===== config.mk =====
export PLATFORM = sky130hd
export DESIGN_NAME = sovi_queue
export DESIGN_NICKNAME = d
export VERILOG_FILES = /design/src/hdl/sovi_pkg.sv /design/src/hdl/sovi_queue.sv
export SDC_FILE = /design/constraint.sdc
export NUM_CORES = 1
export LEC_CHECK = 0
export ABC_AREA = 1
export BUFFER_PORTS_ARGS = -buffer_cell sky130_fd_sc_hd__buf_4
export CORE_AREA = 2 2 303 305
export CTS_CLUSTER_SIZE = 28
export DETAILED_ROUTE_END_ITERATION = 7
export DIE_AREA = 0 0 305 307
export SETUP_SLACK_MARGIN = 0.02
export SLEW_MARGIN = 15
export SYNTH_ARGS = -nofsm -noshare
export SYNTH_HDL_FRONTEND = slang
export SYNTH_SLANG_ARGS = --single-unit

===== constraint.sdc =====
create_clock -name clk_i -period 24.6 [get_ports clk_i]
set_clock_uncertainty 0.2 [all_clocks]
set_input_delay 2.46 -clock clk_i [delete_from_list [all_inputs] [get_ports clk_i]]
set_output_delay 2.46 -clock clk_i [all_outputs]
set_load 0.1 [all_outputs]

===== src/hdl/sovi_pkg.sv =====
package sovi_pkg;

  // Fixed sizes of the item and of the result.
  localparam int COMP_W      = 32;
  localparam int NUM_COMP    = 12;
  localparam int VAL_W       = 64;
  localparam int ACC_W       = 128;
  localparam int ROOT_W      = 64;
  localparam int SQRT_STEPS  = 64;
  localparam int DIV_STEPS   = 128;
  localparam int QUEUE_DEPTH = 2;

  // Quantity codes in the order in which the results leave the block.
  localparam logic [3:0] Q_RADIUS = 4'd0;
  localparam logic [3:0] Q_RADIAL = 4'd1;
  localparam logic [3:0] Q_PP     = 4'd2;
  localparam logic [3:0] Q_XS1    = 4'd3;
  localparam logic [3:0] Q_XS2    = 4'd4;
  localparam logic [3:0] Q_PS1    = 4'd5;
  localparam logic [3:0] Q_PS2    = 4'd6;
  localparam logic [3:0] Q_S1S1   = 4'd7;
  localparam logic [3:0] Q_S1S2   = 4'd8;
  localparam logic [3:0] Q_S2S2   = 4'd9;
  localparam logic [3:0] Q_LX     = 4'd10;
  localparam logic [3:0] Q_LY     = 4'd11;
  localparam logic [3:0] Q_LZ     = 4'd12;
  localparam logic [3:0] Q_LS1    = 4'd13;
  localparam logic [3:0] Q_LS2    = 4'd14;

  // Vector codes; a vector occupies three consecutive components.
  localparam logic [1:0] V_POS = 2'd0;
  localparam logic [1:0] V_MOM = 2'd1;
  localparam logic [1:0] V_S1  = 2'd2;
  localparam logic [1:0] V_S2  = 2'd3;

  // Component indexes used by the cross product.
  localparam logic [3:0] C_POS_X = 4'd0;
  localparam logic [3:0] C_POS_Y = 4'd1;
  localparam logic [3:0] C_POS_Z = 4'd2;
  localparam logic [3:0] C_MOM_X = 4'd3;
  localparam logic [3:0] C_MOM_Y = 4'd4;
  localparam logic [3:0] C_MOM_Z = 4'd5;

  // Operand codes at and above this one select halves of a stored L component.
  localparam logic [4:0] A_L_BASE = 5'd12;

  typedef struct packed {
    logic signed [COMP_W-1:0] pos_x;
    logic signed [COMP_W-1:0] pos_y;
    logic signed [COMP_W-1:0] pos_z;
    logic signed [COMP_W-1:0] mom_x;
    logic signed [COMP_W-1:0] mom_y;
    logic signed [COMP_W-1:0] mom_z;
    logic signed [COMP_W-1:0] spin_one_x;
    logic signed [COMP_W-1:0] spin_one_y;
    logic signed [COMP_W-1:0] spin_one_z;
    logic signed [COMP_W-1:0] spin_two_x;
    logic signed [COMP_W-1:0] spin_two_y;
    logic signed [COMP_W-1:0] spin_two_z;
  } sovi_in_t;

  typedef struct packed {
    logic [3:0]              quantity;
    logic signed [VAL_W-1:0] value;
    logic                    zero_radius;
    logic                    last;
  } sovi_out_t;

  // Classified item as it waits in the queue.
  typedef struct packed {
    logic                              zero;
    logic [NUM_COMP-1:0][COMP_W-1:0]   comp;
  } sovi_item_t;

  // One product step of the sequencer.
  typedef struct packed {
    logic [4:0] a_sel;
    logic [3:0] b_sel;
    logic       neg;
    logic       shl;
    logic       fin;
  } sovi_op_t;

  typedef struct packed {
    logic              start;
    logic              is_div;
    logic [ACC_W-1:0]  n;
    logic [ROOT_W-1:0] d;
  } sovi_rd_req_t;

  typedef struct packed {
    logic             busy;
    logic             done;
    logic [ACC_W-1:0] result;
  } sovi_rd_stat_t;

  // Saturate a 128-bit two's complement value to 64 bits.
  function automatic logic [VAL_W-1:0] sat64(input logic [ACC_W-1:0] v);
    logic [VAL_W-1:0] r;
    if ((v[ACC_W-1:VAL_W-1] == '0) || (v[ACC_W-1:VAL_W-1] == '1)) begin
      r = v[VAL_W-1:0];
    end else if (v[ACC_W-1]) begin
      r = {1'b1, {(VAL_W-1){1'b0}}};
    end else begin
      r = {1'b0, {(VAL_W-1){1'b1}}};
    end
    return r;
  endfunction

  // Product step i of quantity q: operands, sign, shift and end of the sum.
  function automatic sovi_op_t step_op(input logic [3:0] q, input logic [2:0] i);
    sovi_op_t   op;
    logic [1:0] va;
    logic [1:0] vb;
    logic       is_dot;
    op     = '0;
    va     = V_POS;
    vb     = V_POS;
    is_dot = 1'b1;
    case (q)
      Q_RADIUS: begin va = V_POS; vb = V_POS; end
      Q_RADIAL: begin va = V_POS; vb = V_MOM; end
      Q_PP:     begin va = V_MOM; vb = V_MOM; end
      Q_XS1:    begin va = V_POS; vb = V_S1;  end
      Q_XS2:    begin va = V_POS; vb = V_S2;  end
      Q_PS1:    begin va = V_MOM; vb = V_S1;  end
      Q_PS2:    begin va = V_MOM; vb = V_S2;  end
      Q_S1S1:   begin va = V_S1;  vb = V_S1;  end
      Q_S1S2:   begin va = V_S1;  vb = V_S2;  end
      Q_S2S2:   begin va = V_S2;  vb = V_S2;  end
      Q_LX: begin
        is_dot = 1'b0;
        op.a_sel = {1'b0, (i[0] ? C_POS_Z : C_POS_Y)};
        op.b_sel = i[0] ? C_MOM_Y : C_MOM_Z;
        op.neg   = i[0];
        op.fin   = i[0];
      end
      Q_LY: begin
        is_dot = 1'b0;
        op.a_sel = {1'b0, (i[0] ? C_POS_X : C_POS_Z)};
        op.b_sel = i[0] ? C_MOM_Z : C_MOM_X;
        op.neg   = i[0];
        op.fin   = i[0];
      end
      Q_LZ: begin
        is_dot = 1'b0;
        op.a_sel = {1'b0, (i[0] ? C_POS_Y : C_POS_X)};
        op.b_sel = i[0] ? C_MOM_X : C_MOM_Y;
        op.neg   = i[0];
        op.fin   = i[0];
      end
      Q_LS1, Q_LS2: begin
        // Low half unsigned, high half signed and shifted up by 32.
        is_dot = 1'b0;
        vb       = (q == Q_LS1) ? V_S1 : V_S2;
        op.a_sel = A_L_BASE + {2'b0, i[2:1], 1'b0} + {4'b0, i[0]};
        op.b_sel = {vb, 2'b0} - {2'b0, vb} + {2'b0, i[2:1]};
        op.shl   = i[0];
        op.fin   = (i == 3'd5);
      end
      default: begin
        is_dot = 1'b0;
        op.fin = 1'b1;
      end
    endcase
    if (is_dot) begin
      op.a_sel = {1'b0, {va, 2'b0} - {2'b0, va} + {1'b0, i}};
      op.b_sel = {vb, 2'b0} - {2'b0, vb} + {1'b0, i};
      op.fin   = (i == 3'd2);
    end
    return op;
  endfunction

endpackage


===== src/hdl/sovi_queue.sv =====
module sovi_queue (
  input  logic                 clk_i,
  input  logic                 rst_ni,
  input  logic                 push_valid_i,
  input  sovi_pkg::sovi_item_t push_item_i,
  output logic                 full_o,
  input  logic                 pop_i,
  output logic                 pop_valid_o,
  output sovi_pkg::sovi_item_t pop_item_o
);
  import sovi_pkg::*;

  localparam int PTR_W = $clog2(QUEUE_DEPTH);

  sovi_item_t         mem_q [QUEUE_DEPTH];
  logic [PTR_W-1:0]   wr_ptr_q;
  logic [PTR_W-1:0]   rd_ptr_q;
  logic [PTR_W:0]     count_q;
  logic               push;
  logic               pop;

  assign full_o      = (count_q == (PTR_W+1)'(QUEUE_DEPTH));
  assign pop_valid_o = (count_q != '0);
  assign pop_item_o  = mem_q[rd_ptr_q];
  assign push        = push_valid_i && !full_o;
  assign pop         = pop_i && pop_valid_o;

  // Storage is written at the tail only.
  always_ff @(posedge clk_i) begin
    if (push) begin
      mem_q[wr_ptr_q] <= push_item_i;
    end
  end

  // Pointers wrap at the depth.
  always_ff @(posedge clk_i or negedge rst_ni) begin
    if (!rst_ni) begin
      wr_ptr_q <= '0;
      rd_ptr_q <= '0;
      count_q  <= '0;
    end else begin
      if (push) begin
        wr_ptr_q <= (wr_ptr_q == PTR_W'(QUEUE_DEPTH-1)) ? '0 : wr_ptr_q + 1'b1;
      end
      if (pop) begin
        rd_ptr_q <= (rd_ptr_q == PTR_W'(QUEUE_DEPTH-1)) ? '0 : rd_ptr_q + 1'b1;
      end
      count_q <= count_q + (PTR_W+1)'(push) - (PTR_W+1)'(pop);
    end
  end

endmodule


==> Yosys cells after proc, flatten, opt, wreduce, memory -nomap -nowiden <==
Memories as Yosys holds them, arrays and structs flattened.
Index checks and enable logic that the tools add are counted.
{ "op_classes": {"muxes": 4, "n_addsub": 4, "eq_ne": 1, "reduce_logical": 4} }
{ "op_table": {"columns": ["operator", "n"], "rows": [
  ["1-bit two-way mux", 4],
  ["1-bit adder (second input constant)", 2],
  ["2-bit by 1-bit adder with 2-bit output", 1],
  ["2-bit == test (second input constant)", 1],
  ["1-bit logical AND", 2],
  ["2-bit nonzero test", 1],
  ["2-bit by 1-bit subtractor with 2-bit output", 1],
  ["1-bit zero test", 1]
]} }
{ "word_totals": {"memories": 1, "ram_bits": 770, "in_bits": 389, "elab_cells": 17, "output_inout_bits": 387, "ff_bits": 4} }
{ "memory_table": {"columns": ["memory", "words", "width", "read_ports", "rd_ports_with_merged_regs", "wr", "line", "rtl"], "rows": [
  ["mem_q", 2, 385, 1, 0, 1, "sovi_queue.sv:15", "sovi_item_t mem_q [QUEUE_DEPTH];"]
]} }

==> Logic depth before layout (Yosys ltp) <==
{ "logic_depth": {"word_depth": 5, "ltp_mapped": 10, "depth_no_buf": 10} }

==> Worst setup path after synthesis <==
Ideal clock, no wire load.
{ "synth_path": {"path_kind": "input -> register", "start": "in push_valid_i", "end": "mem mem_q[1][0] (netlist name) (enable)", "path_slack_ps": 4785, "stages": 2, "t_arrival_ps": 18475, "required_ps": 23261, "path_buffers": 0, "setup_time_ps": 1139, "path_cell_list": "nand2_1 > nor2_1"} }
{ "synth_via": {"elab_chain_cells": 3} }
{ "synth_rtl": {"columns": ["element", "line", "rtl"], "rows": [
  ["from (decl)", "sovi_queue.sv:4", "input logic push_valid_i,"],
  ["1-bit logical AND", "sovi_queue.sv:25", "assign push = push_valid_i && !full_o;"],
  ["1-bit two-way mux", "sovi_queue.sv:30", "if (push) begin"],
  ["1-bit two-way mux (implied by the code)", "sovi_queue.sv:31", "mem_q[wr_ptr_q] <= push_item_i;"],
  ["to (decl)", "sovi_queue.sv:15", null]
]} }
Every way passes these cells.

==> metrics.yaml <==
sta:
  finalCritPeriodShare_pct: 25.6
  min_period_ps: 6290
  slew_violations: 0
  relSlewSlack_pct: 12.9
  setup_viol: 0
  rsz0062_at_grt: "no"
  tightest_slew_ps: 1310
  finalWorstSetupSlack_ps: 18310
  final.setup.tns_ps: 0
  max_freq_mhz: 159
  hold_viol: 0
clock_network:
  cts_sinks: 774
  cts_buffer_depth: 3
  clockRootBuffer: "clkbuf_16"
  clock_latency_ps: 650
  cts_tree: "yes"
  clk_pin_slew_worst_paths_ps: 60
  numCtsBuffers: 83
  cts_hold_buf: 0
  h-tree-depth: 3
  cts_resized: 0
  cts_setup_buffers: 0
routing:
  firstDrtPassIters: 7
  routed_wl_mm: 75.3
  detail-route-antenna-nets: 0
  drt_iter0_drc: 1096
  vias: 17600
  wl_per_cell_um: 18.4
  drc: 0
  viasPerCell: 4.31
synthesis:
  yosysMostFrequentCell: "nand2_1"
  syn_area_sq_um: 28400
  ys_warn_count: 0
  syn_nets: 2434
  synth_seq_cells: 774
  syn_area_per_cell_sq_um: 13.9
  synth_edf_count: 770
  synth_cell_types: 12
  ys_top_cells_by_area: "edfxtp_1 (82%), nand2_1 (15%), buf_6 (1.4%), buf_2 (0.69%), dfrtp_1 (0.35%)"
  seq_area_frac_synth_pct: 81.9
  synth_common_cells: "nand2_1 (1168), edfxtp_1 (770), buf_2 (39)"
  synthArstFlopShare_pct: 0.517
  synth_top_area_cell: "edfxtp_1"
  ys.flop_type: "edfxtp_1"
  synth_top_cell_area_share_pct: 81.6
  postSynthCellCount: 2043
critical_path:
  r2r-end: "mem_q[1][108]"
  cp-end-kind: "output port"
  worstPathArrival_ps: 3630
  rr_startpoint: "count_q[1]"
  slowest_stage: "buf_4"
  critPathMostFrequentCell: "buf_4"
  worstPathCellList: "buf_4 -> buf_4 -> nand2_1 -> nand2_1 -> buf_4"
  critPathLaunchType: "register"
  crit_type: "register to output port"
  slowest_delay_ps: 790
  crit_fanout: 79
  crit_required_ps: 21940
  reg2reg_depth: 6
  rrSetupSlack_ps: 20330
final_layout:
  num-nets-final: 3225
  syn_to_final_growth_pct: 33.3
  final_area_sq_um: 37800
  multi_input_area_sq_um: 4440
  seq_area_sq_um: 23200
  fillers: 8359
  fin_cells: 4085
  drive_above_1_share_pct: 31.5
  antenna_cells: 0
run_status:
  status: "finished clean"
floorplanning:
  start_util_pct: 31.3
  die_w_um: 305
  die-area_sq_um: 93600
  core_sq_um: 90700
  row_count: 111
  die_h_um: 307
  pin_count: 776
worst_hold_path:
  holdPathEnd: "wr_ptr_q"
  whs_path_depth: 2
  hp-start: "wr_ptr_q"
  min_path_type: "register to register"
job:
  max_cap_violations: 0
place:
  dpl-instance-area_sq_um: 35200
  port_buffers: 775
  post-place-ws_ps: 18300
  dp_hpwl_mm: 50.6
  place_inst: 3935
  routabilityCongestion: 0.811
global_route:
  antenna_found_initial: 5
  grt_pass1_wl_mm: 108
  grt_max_degree: 202
  grt_pass1_vias: 17400
  grt.total_usage_pct: 15.5
  overflow: 0
worst max-delay path, delay by kind of cell, from the launching register on:
| kind | cells | cell delay [ps] |
|---|---|---|
| flip-flops | 1 | 710 |
| AND/OR/NAND/NOR | 2 | 250 |
| buffers and inverters | 3 | 1840 |
sequential cells by signal, indices dropped and copies added, names as in the netlist:
signal and cells:
count_q 2, mem_q 770, wr_ptr_q 1, rd_ptr_q 1
layer usage:
| metal | vias up | part of all wire (%) | track usage [%] |
|---|---|---|---|
| li1 | 8506 | - | - |
| met1 | 8439 | 38 | 17.0 |
| met2 | 550 | 52 | 27.4 |
| met3 | 112 | 7.9 | 5.49 |
| met4 | 8 | 2.5 | 5.54 |
| met5 | - | 0.064 | 0 |
through the flow:
step           hold slack (ps)  util [%]
5_1_grt                    313      41.7
6_report                   287      41.7
2_1_floorplan              242         -
4_1_cts                    294      41.7
3_5_place_dp               271      38.8
3_3_place_gp               276      38.8
worst max-delay path by stage:
| stage | from | to | slack [ps] | cells after the start |
|---|---|---|---|---|
| CTS | rd_ptr_q | pop_item_o[57] | 18220 | 5 |
| finish | rd_ptr_q | pop_item_o[57] | 18310 | 5 |
| global placement | push_valid_i | mem_q[1][111] | 18310 | 6 |
| global route | rd_ptr_q | pop_item_o[181] | 18030 | 5 |
| detailed placement | push_valid_i | mem_q[1][111] | 18300 | 6 |
| floorplan | push_valid_i | mem_q[1][0] | 4790 | 2 |
logic make-up (layout without fill, tap and decap cells):
family,after synthesis,count (layout),share of synthesized area [%]
fa+ha+maj,2,2,0.0883
simple gates,1172,1172,15.5
buf+inv,95,951,2.47
flops,774,774,81.9
area by class of cell:
| type | instances | area share, % |
|---|---|---|
| flip-flops and latches | 774 | 61.5 |
| repair buffers | 791 | 15.8 |
| clock buffers | 98 | 5.64 |
| multi-input cells | 1174 | 11.7 |
| clock inverters | 52 | 1.31 |
| well taps | 1186 | 3.93 |
| inverters | 10 | 0.152 |
layout by cell type, fill, tap and decap left out, drive strengths merged:
cell type  instances
buf              791
bufinv             6
clkbuf            98
clkinv            38
clkinvlp           5
dfrtp              4
edfxtp           770
ha                 2
inv               13
nand2           1168
nand3              3
nor2               1
Power is not shown: default switching activity piles up to over one toggle a cycle in this logic, so the estimate is an artifact.
