==> src/hdl/sovi_pkg.sv <==
package sovi_pkg;

  // Fixed sizes of the item and of the result.
  localparam int COMP_W      = 32;
  localparam int NUM_COMP    = 12;
  localparam int VAL_W       = 64;
  localparam int ACC_W       = 128;
  localparam int ROOT_W      = 64;
  localparam int SQRT_STEPS  = 64;
  localparam int DIV_STEPS   = 128;
  localparam int QUEUE_DEPTH = 2;

  // Quantity codes in the order in which the results leave the block.
  localparam logic [3:0] Q_RADIUS = 4'd0;
  localparam logic [3:0] Q_RADIAL = 4'd1;
  localparam logic [3:0] Q_PP     = 4'd2;
  localparam logic [3:0] Q_XS1    = 4'd3;
  localparam logic [3:0] Q_XS2    = 4'd4;
  localparam logic [3:0] Q_PS1    = 4'd5;
  localparam logic [3:0] Q_PS2    = 4'd6;
  localparam logic [3:0] Q_S1S1   = 4'd7;
  localparam logic [3:0] Q_S1S2   = 4'd8;
  localparam logic [3:0] Q_S2S2   = 4'd9;
  localparam logic [3:0] Q_LX     = 4'd10;
  localparam logic [3:0] Q_LY     = 4'd11;
  localparam logic [3:0] Q_LZ     = 4'd12;
  localparam logic [3:0] Q_LS1    = 4'd13;
  localparam logic [3:0] Q_LS2    = 4'd14;

  // Vector codes; a vector occupies three consecutive components.
  localparam logic [1:0] V_POS = 2'd0;
  localparam logic [1:0] V_MOM = 2'd1;
  localparam logic [1:0] V_S1  = 2'd2;
  localparam logic [1:0] V_S2  = 2'd3;

  // Component indexes used by the cross product.
  localparam logic [3:0] C_POS_X = 4'd0;
  localparam logic [3:0] C_POS_Y = 4'd1;
  localparam logic [3:0] C_POS_Z = 4'd2;
  localparam logic [3:0] C_MOM_X = 4'd3;
  localparam logic [3:0] C_MOM_Y = 4'd4;
  localparam logic [3:0] C_MOM_Z = 4'd5;

  // Operand codes at and above this one select halves of a stored L component.
  localparam logic [4:0] A_L_BASE = 5'd12;

  typedef struct packed {
    logic signed [COMP_W-1:0] pos_x;
    logic signed [COMP_W-1:0] pos_y;
    logic signed [COMP_W-1:0] pos_z;
    logic signed [COMP_W-1:0] mom_x;
    logic signed [COMP_W-1:0] mom_y;
    logic signed [COMP_W-1:0] mom_z;
    logic signed [COMP_W-1:0] spin_one_x;
    logic signed [COMP_W-1:0] spin_one_y;
    logic signed [COMP_W-1:0] spin_one_z;
    logic signed [COMP_W-1:0] spin_two_x;
    logic signed [COMP_W-1:0] spin_two_y;
    logic signed [COMP_W-1:0] spin_two_z;
  } sovi_in_t;

  typedef struct packed {
    logic [3:0]              quantity;
    logic signed [VAL_W-1:0] value;
    logic                    zero_radius;
    logic                    last;
  } sovi_out_t;

  // Classified item as it waits in the queue.
  typedef struct packed {
    logic                              zero;
    logic [NUM_COMP-1:0][COMP_W-1:0]   comp;
  } sovi_item_t;

  // One product step of the sequencer.
  typedef struct packed {
    logic [4:0] a_sel;
    logic [3:0] b_sel;
    logic       neg;
    logic       shl;
    logic       fin;
  } sovi_op_t;

  typedef struct packed {
    logic              start;
    logic              is_div;
    logic [ACC_W-1:0]  n;
    logic [ROOT_W-1:0] d;
  } sovi_rd_req_t;

  typedef struct packed {
    logic             busy;
    logic             done;
    logic [ACC_W-1:0] result;
  } sovi_rd_stat_t;

  // Saturate a 128-bit two's complement value to 64 bits.
  function automatic logic [VAL_W-1:0] sat64(input logic [ACC_W-1:0] v);
    logic [VAL_W-1:0] r;
    if ((v[ACC_W-1:VAL_W-1] == '0) || (v[ACC_W-1:VAL_W-1] == '1)) begin
      r = v[VAL_W-1:0];
    end else if (v[ACC_W-1]) begin
      r = {1'b1, {(VAL_W-1){1'b0}}};
    end else begin
      r = {1'b0, {(VAL_W-1){1'b1}}};
    end
    return r;
  endfunction

  // Product step i of quantity q: operands, sign, shift and end of the sum.
  function automatic sovi_op_t step_op(input logic [3:0] q, input logic [2:0] i);
    sovi_op_t   op;
    logic [1:0] va;
    logic [1:0] vb;
    logic       is_dot;
    op     = '0;
    va     = V_POS;
    vb     = V_POS;
    is_dot = 1'b1;
    case (q)
      Q_RADIUS: begin va = V_POS; vb = V_POS; end
      Q_RADIAL: begin va = V_POS; vb = V_MOM; end
      Q_PP:     begin va = V_MOM; vb = V_MOM; end
      Q_XS1:    begin va = V_POS; vb = V_S1;  end
      Q_XS2:    begin va = V_POS; vb = V_S2;  end
      Q_PS1:    begin va = V_MOM; vb = V_S1;  end
      Q_PS2:    begin va = V_MOM; vb = V_S2;  end
      Q_S1S1:   begin va = V_S1;  vb = V_S1;  end
      Q_S1S2:   begin va = V_S1;  vb = V_S2;  end
      Q_S2S2:   begin va = V_S2;  vb = V_S2;  end
      Q_LX: begin
        is_dot = 1'b0;
        op.a_sel = {1'b0, (i[0] ? C_POS_Z : C_POS_Y)};
        op.b_sel = i[0] ? C_MOM_Y : C_MOM_Z;
        op.neg   = i[0];
        op.fin   = i[0];
      end
      Q_LY: begin
        is_dot = 1'b0;
        op.a_sel = {1'b0, (i[0] ? C_POS_X : C_POS_Z)};
        op.b_sel = i[0] ? C_MOM_Z : C_MOM_X;
        op.neg   = i[0];
        op.fin   = i[0];
      end
      Q_LZ: begin
        is_dot = 1'b0;
        op.a_sel = {1'b0, (i[0] ? C_POS_Y : C_POS_X)};
        op.b_sel = i[0] ? C_MOM_X : C_MOM_Y;
        op.neg   = i[0];
        op.fin   = i[0];
      end
      Q_LS1, Q_LS2: begin
        // Low half unsigned, high half signed and shifted up by 32.
        is_dot = 1'b0;
        vb       = (q == Q_LS1) ? V_S1 : V_S2;
        op.a_sel = A_L_BASE + {2'b0, i[2:1], 1'b0} + {4'b0, i[0]};
        op.b_sel = {vb, 2'b0} - {2'b0, vb} + {2'b0, i[2:1]};
        op.shl   = i[0];
        op.fin   = (i == 3'd5);
      end
      default: begin
        is_dot = 1'b0;
        op.fin = 1'b1;
      end
    endcase
    if (is_dot) begin
      op.a_sel = {1'b0, {va, 2'b0} - {2'b0, va} + {1'b0, i}};
      op.b_sel = {vb, 2'b0} - {2'b0, vb} + {1'b0, i};
      op.fin   = (i == 3'd2);
    end
    return op;
  endfunction

endpackage

==> src/hdl/sovi_front.sv <==
module sovi_front #(
  parameter int IN_WIDTH = 32
) (
  input  logic                 clk_i,
  input  logic                 rst_ni,
  input  logic                 in_valid_i,
  output logic                 in_stall_o,
  input  sovi_pkg::sovi_in_t   in_i,
  output logic                 push_valid_o,
  output sovi_pkg::sovi_item_t push_item_o,
  input  logic                 push_stall_i
);
  import sovi_pkg::*;

  localparam int EXT_SH = COMP_W - IN_WIDTH;

  logic [NUM_COMP-1:0][COMP_W-1:0] raw;
  sovi_item_t                      cls;
  logic                            valid_q;
  sovi_item_t                      item_q;
  logic                            accept;

  // Sign-extend each component from IN_WIDTH bits and flag a zero position.
  always_comb begin
    raw = {in_i.spin_two_z, in_i.spin_two_y, in_i.spin_two_x,
           in_i.spin_one_z, in_i.spin_one_y, in_i.spin_one_x,
           in_i.mom_z, in_i.mom_y, in_i.mom_x,
           in_i.pos_z, in_i.pos_y, in_i.pos_x};
    for (int k = 0; k < NUM_COMP; k++) begin
      cls.comp[k] = COMP_W'(($signed(raw[k]) <<< EXT_SH) >>> EXT_SH);
    end
    cls.zero = (cls.comp[C_POS_X] == '0) && (cls.comp[C_POS_Y] == '0) &&
               (cls.comp[C_POS_Z] == '0);
  end

  assign in_stall_o   = valid_q && push_stall_i;
  assign accept       = in_valid_i && !in_stall_o;
  assign push_valid_o = valid_q;
  assign push_item_o  = item_q;

  // Input register; it empties into the queue whenever the queue has room.
  always_ff @(posedge clk_i or negedge rst_ni) begin
    if (!rst_ni) begin
      valid_q <= 1'b0;
    end else begin
      if (accept) begin
        item_q  <= cls;
        valid_q <= 1'b1;
      end else if (!push_stall_i) begin
        valid_q <= 1'b0;
      end
    end
  end

endmodule

==> config.mk <==
export PLATFORM = sky130hd
export DESIGN_NAME = sovi_front
export DESIGN_NICKNAME = d
export VERILOG_FILES = /design/src/hdl/sovi_pkg.sv /design/src/hdl/sovi_front.sv
export SDC_FILE = /design/constraint.sdc
export NUM_CORES = 1
export LEC_CHECK = 0
export ABC_AREA = 1
export BUFFER_PORTS_ARGS = -buffer_cell sky130_fd_sc_hd__buf_2
export CORE_AREA = 5 5 294 296
export CTS_BUF_LIST = sky130_fd_sc_hd__clkbuf_8
export CTS_CLUSTER_SIZE = 14
export DETAILED_ROUTE_END_ITERATION = 6
export DIE_AREA = 0 0 299 301
export GPL_TIMING_DRIVEN = 0
export MAX_ROUTING_LAYER = met4
export PLACE_DENSITY = 0.38
export RECOVER_POWER = 50
export SYNTH_ARGS = -nofsm -noshare
export SYNTH_HDL_FRONTEND = slang
export SYNTH_SLANG_ARGS = --single-unit
==> constraint.sdc <==
create_clock -name clk_i -period 19.3 [get_ports clk_i]
set_input_delay 1.93 -clock clk_i [delete_from_list [all_inputs] [get_ports clk_i]]
set_output_delay 1.93 -clock clk_i [all_outputs]
set_load 0.05 [all_outputs]
## Word-level counts from Yosys, hierarchy flattened

Cells that the tools add are included.

| word-level totals | value |
|---|---|
| flip-flop bits (word level) | 386 |
| word-level logic and storage cells | 26 |
| input port bits | 388 |
| output and inout port bits | 387 |

| cells by class | value |
|---|---|
| mux-type cells | 2 |
| equality and inequality tests | 1 |
| reductions and logical operators | 9 |

Operators with widths:

| operator | count |
|---|---|
| 32-bit logical NOT | 3 |
| 1-bit logical AND | 4 |
| 1-bit 2-to-1 mux | 2 |
| 2-bit by 1-bit inequality test with 1-bit output, second input constant | 1 |
| 2-bit AND reduction | 1 |
| 1-bit logical NOT | 1 |

## Depth between registers and ports, before layout

Gate-level depths: netlist of the first run.

| logic depth | value |
|---|---|
| word-level depth | 4 |
| gate-level depth with buffers | 7 |
| depth with buffers taken out | 7 |

## Least setup slack after synthesis of the first run

Ideal clock, no wire load.

| timing | value |
|---|---|
| path kind | input -> register |
| start point | input port push_stall_i |
| end point | register item_q, in the netlist push_item_o[0] (enable) |
| setup slack | -100 ps |
| cell stages on the path | 3 |
| path buffers | 0 |
| setup time | 1142 ps |
| arrival | 18257 ps |
| data required time | 18158 ps |
| cell sequence | nand2_1 > inv_1 > nor2_1 |

| between the ends | value |
|---|---|
| word-level cells in the longest chain between the ends | 4 |

Ends and longest elaborated chain:

| item | RTL line | RTL |
|---|---|---|
| start, declared | sovi_front.sv:11 | `input logic push_stall_i` |
| 1-bit logical AND | sovi_front.sv:36 | `assign in_stall_o = valid_q && push_stall_i;` |
| via in_stall_o | sovi_front.sv:7 | `output logic in_stall_o,` |
| 1-bit logical NOT | sovi_front.sv:37 | `assign accept = in_valid_i && !in_stall_o;` |
| 1-bit logical AND | sovi_front.sv:37 |  |
| 2-bit AND reduction (no line) | -- |  |
| end signal, assigned | sovi_front.sv:47 | `item_q <= cls;` |
| end, declared | sovi_front.sv:20 | `sovi_item_t item_q;` |

The timed path passes the listed nets, and every way through them passes these cells.
A chain may end at the register's enable or synchronous reset.

## Worst setup path in the final report of the first run

| timing | value |
|---|---|
| start point | input port push_stall_i |
| end point | register item_q, in the netlist push_item_o[174] (enable) |

| between the ends | value |
|---|---|
| word-level cells in the longest chain between the ends | 4 |

Ends and longest elaborated chain:

| item | RTL line |
|---|---|
| 1-bit logical AND | sovi_front.sv:36 |
| 1-bit logical NOT | sovi_front.sv:37 |
| 1-bit logical AND | sovi_front.sv:37 |
| 2-bit AND reduction (no line) | -- |

No other way between the ends.

==> results of run 1 <==
## worst paths after layout
check,to,start,cells after the start,slack (ns)
min in group asynchronous,push_valid_o,rst_ni,1,1.09
max in group asynchronous,push_valid_o,rst_ni,1,18.09
worst min-delay path,push_valid_o,push_valid_o,3,0.64
worst max register to register,push_item_o[174],push_valid_o,8,13.22
worst max-delay path,push_item_o[174],push_stall_i,9,12.21
worst min register to register,push_valid_o,push_valid_o,3,0.64
## routing by layer
| metal | GRT usage, % | vias up |
|---|---|---|
| met2 | 16.5 | 490 |
| met5 | - | - |
| li1 | - | 3622 |
| met1 | 9.78 | 3874 |
| met3 | 4.92 | 92 |
| met4 | 3.61 | 0 |
## stage by stage
stage	std cells	cell area, µm²	util (%)
after global placement	2332	17200	20.6
final	2479	18500	22.2
after floorplan	478	11900	-
after CTS	2465	18700	22.4
after detailed placement	2344	17400	20.9
after global routing	2477	18500	22.2
## sequential cells by signal (all words and copies together), names as in the netlist
| signal | cells |
|---|---|
| push_item_o | 385 |
| push_valid_o | 1 |
## critical path, stage by stage
cell and delay [ns]:
sky130_fd_sc_hd__buf_2 0.10, sky130_fd_sc_hd__nand2_1 0.05, sky130_fd_sc_hd__inv_1 0.05, sky130_fd_sc_hd__nor2_1 1.57, sky130_fd_sc_hd__clkbuf_1 1.22, sky130_fd_sc_hd__clkbuf_1 1.53
sky130_fd_sc_hd__buf_12 0.31, sky130_fd_sc_hd__buf_12 0.25, sky130_fd_sc_hd__buf_12 0.24
## where the power goes
group          switching, mW  total [mW]  internal (mW)
clock network          0.345       0.715          0.369
registers            0.00810       0.970          0.962
logic                  0.154       0.203         0.0482
total                  0.508        1.89           1.38
## placed cells by master (no fill, tap or decap)
cell,netlist,routed
sky130_fd_sc_hd__clkbuf_1,0,108
sky130_fd_sc_hd__buf_1,0,1
sky130_fd_sc_hd__edfxtp_1,385,385
sky130_fd_sc_hd__clkinv_8,0,1
sky130_fd_sc_hd__clkbuf_8,0,74
sky130_fd_sc_hd__diode_2,0,14
sky130_fd_sc_hd__nor2_2,1,1
sky130_fd_sc_hd__nor2_1,61,61
sky130_fd_sc_hd__nand2_1,24,24
sky130_fd_sc_hd__buf_16,0,1
sky130_fd_sc_hd__clkinvlp_4,0,1
sky130_fd_sc_hd__buf_12,0,6
sky130_fd_sc_hd__or2_2,1,1
sky130_fd_sc_hd__inv_8,0,1
sky130_fd_sc_hd__clkinv_4,0,1
sky130_fd_sc_hd__clkinv_1,0,5
sky130_fd_sc_hd__buf_2,0,670
sky130_fd_sc_hd__dfrtp_1,1,1
sky130_fd_sc_hd__inv_1,1,31
sky130_fd_sc_hd__bufinv_16,0,1
sky130_fd_sc_hd__clkinv_2,0,5
sky130_fd_sc_hd__inv_6,0,2
sky130_fd_sc_hd__nand4_1,4,4
## logic make-up (layout without fill, tap and decap cells)
group,count (synthesis),count (layout)
buf+inv,1,908
flops,386,386
other cells,0,14
simple gates,91,91
## cell type report
cell class / count / area (µm²)
Multi-Input combinational cell: 91 / 357
Sequential cell: 386 / 11600
Antenna cell: 14 / 35.0
Clock buffer: 74 / 1020
Inverter: 1 / 3.75
Tap cell: 1080 / 1350
Timing Repair Buffer: 786 / 3910
Clock inverter: 47 / 248
Fill cell: 8975 / 64800
==> key figures, run 1 <==
Routing
  – Top routing layer in use: met4
  – 1st-iter DRT viols: 411
  – Wirelength per Cell: 18.7 µm
  – Number of remaining DRC errors: 0
  – Total number of vias: 8,078
  – Detailed-route vias per instance: 3.26
  – Total iterations of the first detailed-routing run: 4
  – Drt total wl: 46,300 µm
  – Met2 routed wirelength: 23,500 µm
  – Wire length on met3: 5390 µm
  – Antenna violation net count after detailed routing: 0
  – Length of routed wiring on met1: 16,200 µm

GRT
  – Pin count of the biggest net entering global routing: 39
  – Via count of the first global-routing pass: 8,810
  – Number of antenna violations at the first check in global routing: 16
  – Overall track demand over capacity in global routing: 9.78%
  – Global-route wire length before repair: 61,700 µm
  – Total grt overflow: 0

Die
  – Row cnt: 106
  – Starting density of the core: 14.3%
  – Total die area: 90,000 µm²
  – Chip Height: 301 µm
  – Die X: 299 µm
  – Core Area: 83,300 µm²
  – Top-Level Pins: 775

CTS
  – Hold_buf cts: 0
  – Maximum buffer depth of the clock tree: 3
  – Clock transition at the registers of the reported paths: 0.05 ns
  – Clock sinks: 386
  – Clock insertion delay at the later pin of the skew report: 0.63 ns
  – Clock root buffer: sky130_fd_sc_hd__clkbuf_8
  – TritonCTS clock tree: built
  – Clock buffers created by TritonCTS: 71
  – Count of instances resized after the clock tree is built: 0
  – Setup Buffers After CTS: 0
  – Number of levels the H-tree was split into: 3

Setup path
  – Endpoint arrival time on the critical path: 7.39 ns
  – Critical Path RT: 19.60 ns
  – Startpoint kind of the worst setup timing path: input port
  – Maximum fanout count along the critical path: 35
  – Worst setup EP type: flop
  – Path type of the worst setup path: input port to flop

Timing
  – Period utilisation layout: 36.8%
  – Total Negative Setup Slacks: 0 ns
  – Final setup violation count: 0
  – Final setup margin: 12.21 ns
  – Worst-case hold slack: 0.635 ns
  – Final number of hold-violating endpoints: 0
  – Fin crit period: 7.09 ns
  – Top achievable clock speed: 0.141 GHz
  – Worst slew margin relative to its limit: -43.7%
  – Transition time at the pin with the least slew margin: 2.15 ns
  – Post-route clock skew: 0.0221 ns
  – RSZ-0062 raised after global routing: false
  – Max-slew violations: 152

Placed design
  – Half-perimeter wire length of the detailed placement result: 37,300 µm
  – I/O Buffers: 774
  – Final weighted congestion in routability-driven placement: 0.790
  – Pre-CTS setup slack: 14.73 ns

Layout
  – Nets: 1,725
  – Fraction of final layout cells sized beyond drive strength 1: 55.2%
  – Area delta synth->final: 54.9%

Synthesis
  – Most used flip-flop cell after synthesis: sky130_fd_sc_hd__edfxtp_1
  – Top cell type's share of synthesized area: 96.8%
  – Share of flip-flops with an asynchronous set or reset after synthesis: 0.259%
  – Synthesis warning total: 0
  – Largest family of logic cells by synthesized area: simple AND/OR/NAND/NOR gates
  – Post-synthesis share of cell area spent on full adders, half adders and majority gates: 0%
  – Biggest area consumer among synthesized cells: sky130_fd_sc_hd__edfxtp_1
  – Synth unique cells: 8
  – Post-synthesis sequential area ratio: 97.0%
  – Count of state elements after synthesis: 386
  – Synth top area cells: sky130_fd_sc_hd__edfxtp_1, sky130_fd_sc_hd__nor2_1, sky130_fd_sc_hd__nand2_1
  – Most common cell in the netlist: sky130_fd_sc_hd__edfxtp_1
  – Post-Syn Nets: 866
  – Xor/xnor share of the synthesized area: 0%
  – Multiplexer share of the synthesized area: 0%
  – Most instantiated cells after synthesis: sky130_fd_sc_hd__edfxtp_1, sky130_fd_sc_hd__nor2_1, sky130_fd_sc_hd__nand2_1, sky130_fd_sc_hd__nand4_1
  – Simple-gate area share of the yosys netlist: 2.98%
  – Post-synthesis instance area: 11,900 µm²
  – Area fraction in compound gates after synthesis: 0%
  – Per-instance average area after synthesis: 25.0 µm²
  – Number of enable-type register cells in the synthesized netlist: 385
  – Post-Synthesis Cells: 478

Run status
  – Violations in the final reports: max-capacitance violations, max-slew violations
  – Result of the run: complete, but fails checks

Pwr
  – Max IR drop VDD: 0.0000501 V
  – Pwr/cell area: 102 nW/µm²
  – Total power consumption of the routed design: 1.89 mW
  – Static power due to leakage: 7.29 nW

Worst hold path
  – Hold Path Class: flop to flop

Flow run
  – Count of maximum capacitance violations: 6
(Power assumes the default switching activity.)
==> run 2, diff against run 1 <==
--- a/config.mk
+++ b/config.mk
@@ -14,7 +14,7 @@
 export DIE_AREA = 0 0 299 301
 export GPL_TIMING_DRIVEN = 0
 export MAX_ROUTING_LAYER = met4
-export PLACE_DENSITY = 0.38
+export PLACE_DENSITY = 0.39
 export RECOVER_POWER = 50
 export SYNTH_ARGS = -nofsm -noshare
 export SYNTH_HDL_FRONTEND = slang
==> constraint.sdc (replaced) <==
create_clock -name clk_i -period 5.9 [get_ports clk_i]
set_input_delay 0.59 -clock clk_i [delete_from_list [all_inputs] [get_ports clk_i]]
set_output_delay 0.59 -clock clk_i [all_outputs]
set_load 0.05 [all_outputs]
==> run 2 against run 1 <==
Effect of this change:
- the run still ends with max-capacitance violations, max-slew violations left
- cell area is 0.55% higher
- count of clock-buffer cells in the layout stayed put
- register-to-register slack worse by 11 ns
- clock power grew to 3.6 times the previous value
- non-clock buffer count is 1 higher
- sequential cell count stayed put
- die area stayed put
- clock skew is 0.0044 ns higher
- sequential share of layout area is 0.35 points lower
- hold slack worse by 0.51 ns
- worst setup slack worse by 9.9 ns
- combinational power grew to 3.3 times the previous value
- critical path type unchanged
- critical endpoint unchanged
==> key figures, run 2 (synthesis gave the netlist of run 1 again) <==
Run status
  – Result of the run: complete, but fails checks
  – Violations in the final reports: max-capacitance violations, max-slew violations

Setup path
  – Maximum fanout count along the critical path: 37
  – Startpoint kind of the worst setup timing path: input port
  – Path type of the worst setup path: input port to flop
  – Worst setup EP type: flop
  – Worst-case reg-to-reg path depth: 7
  – Critical R2R Capture: push_item_o[174]
  – Last element of the critical path: push_item_o[174]
  – Worst R2R Start: push_valid_o
  – Worst reg-to-reg setup slack: 2.57 ns
  – Critical Path RT: 6.19 ns
  – Worst setup path startpoint: rst_ni
  – Endpoint arrival time on the critical path: 3.88 ns

Routing
  – Detailed-route vias per instance: 3.24
  – Total iterations of the first detailed-routing run: 6
  – Wirelength per Cell: 18.8 µm
  – Total number of vias: 8,052
  – Antenna violation net count after detailed routing: 0
  – Number of remaining DRC errors: 0
  – 1st-iter DRT viols: 307
  – Drt total wl: 46,600 µm

Die
  – Chip Height: 301 µm
  – Row cnt: 106
  – Starting density of the core: 14.3%
  – Total die area: 90,000 µm²
  – Top-Level Pins: 775
  – Core Area: 83,300 µm²
  – Die X: 299 µm

Pwr
  – Max IR drop VDD: 0.000153 V
  – Total power consumption of the routed design: 6.43 mW
  – Clock power share: 40.3%
  – Sequential Power Share: 49.3%
  – Pwr/cell area: 345 nW/µm²
  – Switching power of the nets: 1.69 mW
  – Switching fraction of total power: 26.3%
  – Logic pwr share: 10.4%
  – Power Internal: 4.74 mW
  – Static power due to leakage: 7.07 nW

Timing
  – Final setup margin: 2.31 ns
  – Top achievable clock speed: 0.279 GHz
  – Final setup violation count: 0
  – Period utilisation layout: 60.8%
  – Worst-case hold slack: 0.121 ns
  – Worst slew margin relative to its limit: -26.6%
  – Transition time at the pin with the least slew margin: 1.89 ns
  – Max-slew violations: 20
  – Final number of hold-violating endpoints: 0
  – Post-route clock skew: 0.0265 ns
  – Fin crit period: 3.59 ns
  – RSZ-0062 raised after global routing: false

GRT
  – Overall track demand over capacity in global routing: 9.90%
  – Via count of the first global-routing pass: 8,915
  – Global-route wire length before repair: 62,400 µm
  – Pin count of the biggest net entering global routing: 38
  – Number of antenna violations at the first check in global routing: 13
  – Total grt overflow: 0

CTS
  – TritonCTS clock tree: built
  – Clock transition at the registers of the reported paths: 0.06 ns
  – Number of levels the H-tree was split into: 3
  – Clock buffers created by TritonCTS: 73
  – Clock root buffer: sky130_fd_sc_hd__clkbuf_8
  – Setup Buffers After CTS: 0
  – Clock insertion delay at the later pin of the skew report: 0.64 ns
  – Maximum buffer depth of the clock tree: 3
  – Clock sinks: 386

Layout
  – Cell area after layout: 18,600 µm²
  – Flip-flop count of the largest register, all copies and words added: 385
  – Fraction of final layout cells sized beyond drive strength 1: 48.3%
  – Highest-count cells in the layout ignoring fill and taps: sky130_fd_sc_hd__buf_2, sky130_fd_sc_hd__edfxtp_1, sky130_fd_sc_hd__clkbuf_1, sky130_fd_sc_hd__clkbuf_8, sky130_fd_sc_hd__nor2_1
  – Most common cell after layout, fill and taps aside: sky130_fd_sc_hd__buf_2
  – Util after Layout: 22.3%
  – Nets: 1,728
  – Area delta synth->final: 55.8%

Worst hold path
  – Hold Path Class: input port to flop

Flow run
  – Count of maximum capacitance violations: 1

Placed design
  – Pre-CTS setup slack: 3.10 ns
  – Final weighted congestion in routability-driven placement: 0.810
  – Area after DPL: 17,400 µm²
  – Half-perimeter wire length of the detailed placement result: 37,700 µm
  – I/O Buffers: 774
## run 2: final cells by class
type | count | area, µm²
inverters | 1 | 3.75
fillers | 9031 | 64700
diodes | 14 | 35.0
well taps | 1080 | 1350
multi-input cells | 91 | 357
clock inverters | 51 | 392
repair buffers | 787 | 3870
flip-flops and latches | 386 | 11600
clock buffers | 74 | 1020
## run 2: worst max-delay path: stages
cell                            delay, ns
sky130_fd_sc_hd__dlygate4sd3_1       0.52
sky130_fd_sc_hd__clkbuf_1            0.17
sky130_fd_sc_hd__nand2_1             0.07
sky130_fd_sc_hd__nor2_1              1.40
sky130_fd_sc_hd__buf_12              0.30
sky130_fd_sc_hd__buf_12              0.24
sky130_fd_sc_hd__buf_12              0.25
sky130_fd_sc_hd__buf_12              0.25
## run 2: power by group through the flow
stage | clock network [mW] | registers [mW] | logic [mW]
after global placement | 0 | 3.26 | 0.668
after detailed placement | 0 | 3.23 | 0.693
after global routing | 2.88 | 3.18 | 0.698
after CTS | 2.73 | 3.17 | 0.694
final | 2.59 | 3.17 | 0.665
after floorplan | 0 | 3.59 | 0.0481
## run 2: repair_timing
item | in CTS | in global routing
endpoints found under the hold margin | 1 | 0
hold buffers | 1 | 0
gates resized for setup | 0 | 0
## run 2: worst min-delay path by stage
stage | startpoint | end | slack, ns | cells after the start
floorplan | rst_ni | push_valid_o | 0.29 | 0
global placement | rst_ni | push_valid_o | 0.39 | 1
detailed placement | rst_ni | push_valid_o | 0.39 | 1
CTS | in_i[136] | push_item_o[232] | 0.01 | 1
global route | in_i[242] | push_item_o[146] | 0.02 | 1
finish | in_i[136] | push_item_o[232] | 0.12 | 1
## run 2: through the flow
| stage | setup TNS, ns | instances |
|---|---|---|
| 6_report | 0 | 2484 |
| 3_3_place_gp | -1319.85 | 2332 |
| 2_1_floorplan | -456.60 | 478 |
| 5_1_grt | 0 | 2480 |
| 3_5_place_dp | 0 | 2344 |
| 4_1_cts | 0 | 2470 |
## run 2: metal layers
metal / track usage, % / routed length [µm] / vias to the layer above
met1: 9.03 / 15300 / 3851
met2: 17.5 / 24400 / 499
met5: - / 0 / -
met4: 3.07 / 964 / 0
met3: 5.75 / 6010 / 74
li1: - / - / 3628
